`config.mk`:
```
export PLATFORM = sky130hd
export DESIGN_NAME = mccd_ram
export DESIGN_NICKNAME = d
export VERILOG_FILES = /design/src/hw/rtl/mccd_ram.sv
export SDC_FILE = /design/constraint.sdc
export NUM_CORES = 1
export LEC_CHECK = 0
export BUFFER_PORTS_ARGS = -buffer_cell sky130_fd_sc_hd__buf_2
export CAP_MARGIN = 20
export CORE_ASPECT_RATIO = 2
export CORE_MARGIN = 5
export CORE_UTILIZATION = 25
export CTS_BUF_LIST = sky130_fd_sc_hd__clkbuf_8
export DETAILED_ROUTE_END_ITERATION = 6
export PLACE_DENSITY = 0.4
export SETUP_SLACK_MARGIN = 0.1
export SLEW_MARGIN = 30
export SYNTH_ARGS = -nofsm -noshare
export SYNTH_HDL_FRONTEND = slang
export SYNTH_SLANG_ARGS = --single-unit
```
`constraint.sdc`:
```
create_clock -name aclk -period 2.7 [get_ports aclk]
set_clock_uncertainty 0.1 [all_clocks]
set_input_delay 0.54 -clock aclk [delete_from_list [all_inputs] [get_ports aclk]]
set_output_delay 0.54 -clock aclk [all_outputs]
set_load 0.01 [all_outputs]
```
`src/hw/rtl/mccd_ram.sv`:
```
// Generic single-port-write, single-port-read RAM with registered read data.
module mccd_ram #(
    parameter int WIDTH = 8,
    parameter int DEPTH = 16
) (
    input  logic                     aclk,
    input  logic                     we,
    input  logic [$clog2(DEPTH)-1:0] waddr,
    input  logic [WIDTH-1:0]         wdata,
    input  logic [$clog2(DEPTH)-1:0] raddr,
    output logic [WIDTH-1:0]         rdata
);

    logic [WIDTH-1:0] mem [DEPTH];

    always_ff @(posedge aclk) begin
        if (we) begin
            mem[waddr] <= wdata;
        end
        rdata <= mem[raddr];
    end

endmodule

```
# == After elaboration in Yosys (flattened, before gate mapping) ==
# Memories as Yosys holds them, arrays and structs flattened. A register that Yosys moved wholly into a read port is not among the register bits.
# Index checks and enable logic that the tools add are counted.
# totals
ram_bits,128
wordCells,3
reg_bits,0
out_inout_bits,8
memories,1
# op_classes
mux,2
# memory_table
name,depth,word_bits,rd,rd_ports_with_merged_regs,write_ports,line,text
mem,16,8,1,1,1,14,logic [WIDTH-1:0] mem [DEPTH];
# ops
op,count
$mux 1,2

# == Depth between registers and ports, before layout ==
# depth
ltp_word,2
mapped_depth,5
ltp_nobuf,3

# == Worst setup path after synthesis ==
# No wires, ideal clock.
# synth_timing
path_kind,input-to-reg
from,in waddr[2]
to,mem mem[0][0] (enable)
arrival_ns,1.650
n_path_buf,0
t_required_ns,2.217
slack_ns,0.567
setup_time_ns,0.383
path_stages,2
path_cell_list,or3b_2 nor3_1
# synth_lines
item,line,text
from (decl),8,"input logic [$clog2(DEPTH)-1:0] waddr,"
to (decl),14,
# No word-level cell before the write port.

==> impl_metrics.json <==
{
  "syn-num-nets": 247,
  "top_level_ports": 26,
  "min_period_over_period_pct": 64.0,
  "timing.slew.headroom_pct": 66.3,
  "post_synth_adder_cell_area_pct": 0,
  "final_cell_count_no_fill": 563,
  "ys_warn_count": 0,
  "grt_pass1_wl_um": 17800,
  "clock_buffers_created_by_tritoncts": 17,
  "syn_to_final_growth_pct": 18.8,
  "drv_cap": 0,
  "dp.cells": 531,
  "cts_max_level": 4,
  "drt_pass1_iterations": 4,
  "leakagePower_nw": 2.01,
  "synth.top_cell.area_share_pct": 74.7,
  "final_common_cell": "sky130_fd_sc_hd__edfxtp_1",
  "wl_per_cell_um": 21.0,
  "initial_core_util_pct": 25.3,
  "number_of_post_cts_setup_repair_buffers": 0,
  "clk-insertion-delay-late_ns": 0.44,
  "placement_rows": 74,
  "synth.largest_area_cell": "sky130_fd_sc_hd__edfxtp_1",
  "seqPwrFrac_pct": 55.1,
  "drtIter0Drc": 91,
  "synth.yosys.seq_area_share_pct": 77.8,
  "maxClockFrequency_mhz": 579,
  "post_synth_and_or_nand_nor_area_fraction_pct": 3.18,
  "n_fill_cell": 2042,
  "postSynthAreaPerCell_um2": 22.5,
  "post_synth_xor_area_fraction_pct": 0,
  "cts.hold.buffers_added": 0,
  "worst_setup_path_start_kind": "input port",
  "dp_hpwl_um": 8240,
  "gp_congestion": 0.719,
  "clkPwrFrac_pct": 39.6,
  "grt-ovfl-total": 0,
  "net_switching_power_figure_mw": 0.942,
  "worst-path-max-fanout": 32,
  "setup_repair_after_global_routing_missed_its_margin": "no",
  "finalNetCount": 302,
  "cts_root_buffer": "sky130_fd_sc_hd__clkbuf_8",
  "worst-slew-pin-transition_ns": 0.503,
  "final.min_clock_period_ns": 1.73,
  "postRouteAntennaNets": 0,
  "design.die.area_um2": 23700,
  "timing_worst_setup_path_type": "in2reg",
  "clkSinkCount": 136,
  "synth.ff_latch_count": 136,
  "route.detailed.drc": 0,
  "status": "finished clean",
  "drv_slew": 0,
  "layout_common_cells": "128 x sky130_fd_sc_hd__edfxtp_1, 25 x sky130_fd_sc_hd__buf_2, 19 x sky130_fd_sc_hd__buf_4, 18 x sky130_fd_sc_hd__mux4_2, 17 x sky130_fd_sc_hd__clkbuf_8",
  "synth_top_family_by_area": "multiplexers",
  "die_width_um": 111,
  "cp.arrival_ns": 1.94,
  "insertedDiodeCount": 0,
  "drive_above_1_share_pct": 32.3,
  "path_clk_slew_ns": 0.08,
  "chipHeight_um": 213,
  "post_synth_num_cell_types": 19,
  "finalHoldViolCount": 0,
  "min_path_type": "in2reg",
  "p_sw_share_pct": 21.9,
  "ys_top_cells_by_area": "sky130_fd_sc_hd__edfxtp_1 75%, sky130_fd_sc_hd__mux4_2 7.9%, sky130_fd_sc_hd__mux4_1 7.1%",
  "placement.io_buffers": 25,
  "drt-total-wl_um": 11800,
  "core_area_um2": 20400,
  "syn_area_um2": 5150,
  "sequential_cell_area_um2": 4000,
  "clock_path_buffers": 2,
  "p_comb_share_pct": 5.4,
  "power.internal_mw": 3.37,
  "setup_total_negative_slack_ns": 0,
  "grt.total_usage_pct": 10.8,
  "area_taken_by_multi_input_logic_gates_um2": 1060,
  "cts_tree": "yes",
  "synth_compound_gate_area_share_pct": 2.33,
  "cellPowerDensity_nw_per_um2": 705,
  "cts.repair.resized": 0,
  "route.detailed.vias_per_inst": 4.24,
  "grt_pass1_vias": 2653,
  "finalSetupViolations": 0,
  "worst_setup_path_end_kind": "flip-flop",
  "grt_max_degree": 33,
  "routed_vias": 2385,
  "synthesis.instances": 229,
  "antenna_violations_before_repair": 0,
  "irDropWorstVdd_mv": 0.283,
  "synth.mux.area_fraction_pct": 15.0,
  "worst-endpoint-required_ns": 2.91
}
flip-flops by register name, indices dropped and copies added, names as in the netlist:
signal	count
mem	128
rdata	8
cell usage after synthesis (all sizes together):
cell	number
mux4	32
and2	1
a22oi	16
nand2	9
nor2	13
edfxtp	128
nand2b	2
nor3	4
clkdlybuf4s25	3
and2b	1
dfxtp	8
nor2b	1
or3b	1
buf	7
nand3b	2
nand3	1
metrics by stage:
step	setup slack, ns	instance area (um2)	util, %	power, mW	hold slack, ns
final	0.972	6110	30.0	4.31	0.374
after global routing	0.929	6110	30.0	4.49	0.351
after CTS	0.954	6110	30.0	4.38	0.350
after detailed placement	0.474	5700	28.0	2.67	0.555
after global placement	0.522	5700	28.0	2.66	0.559
after floorplan	0.567	5150	-	2.54	0.529
critical path, stage by stage:
cell,delay [ns]
sky130_fd_sc_hd__buf_2,0.10
sky130_fd_sc_hd__buf_12,0.25
sky130_fd_sc_hd__mux4_1,0.63
sky130_fd_sc_hd__a22oi_1,0.27
sky130_fd_sc_hd__nand2_1,0.11
layer usage:
metal	GRT usage [%]	wire, um	vias to the layer above	part of all wire [%]
met5	0	0	-	0
met4	4.66	250	0	2.1
met3	3.01	320	16	2.7
met2	20.6	6940	47	59
met1	11.0	4330	1243	37
li1	-	-	1079	-
cells by family after synthesis:
family,after synthesis
mux,32
flops,136
compound gates,16
simple gates,35
buf+inv,10
power by group through the flow:
stage / sequential [mW] / clock [mW] / combinational [mW]
4_1_cts: 2.38 / 1.76 / 0.243
5_1_grt: 2.38 / 1.86 / 0.254
3_5_place_dp: 2.42 / 0 / 0.242
2_1_floorplan: 2.42 / 0 / 0.120
6_report: 2.37 / 1.71 / 0.231
3_3_place_gp: 2.42 / 0 / 0.238
cell type report:
| class | instances | area share, % |
|---|---|---|
| flip-flops and latches | 136 | 65.5 |
| multi-input cells | 83 | 17.3 |
| well taps | 266 | 5.44 |
| repair buffers | 46 | 5.03 |
| clock buffers | 17 | 3.83 |
| clock inverters | 15 | 2.91 |
path summary, 6_finish.rpt:
check | start | to | slack (ns) | cells past startpoint
worst min register to register | mem[4][1]$_DFFE_PP_ | rdata[1]$_DFF_P_ | 0.56 | 3
worst min-delay path | wdata[4] | mem[2][4]$_DFFE_PP_ | 0.37 | 1
worst max-delay path | raddr[0] | rdata[4]$_DFF_P_ | 0.97 | 5
worst max register to register | mem[10][4]$_DFFE_PP_ | rdata[4]$_DFF_P_ | 1.19 | 3
(Power assumes the default switching activity.)
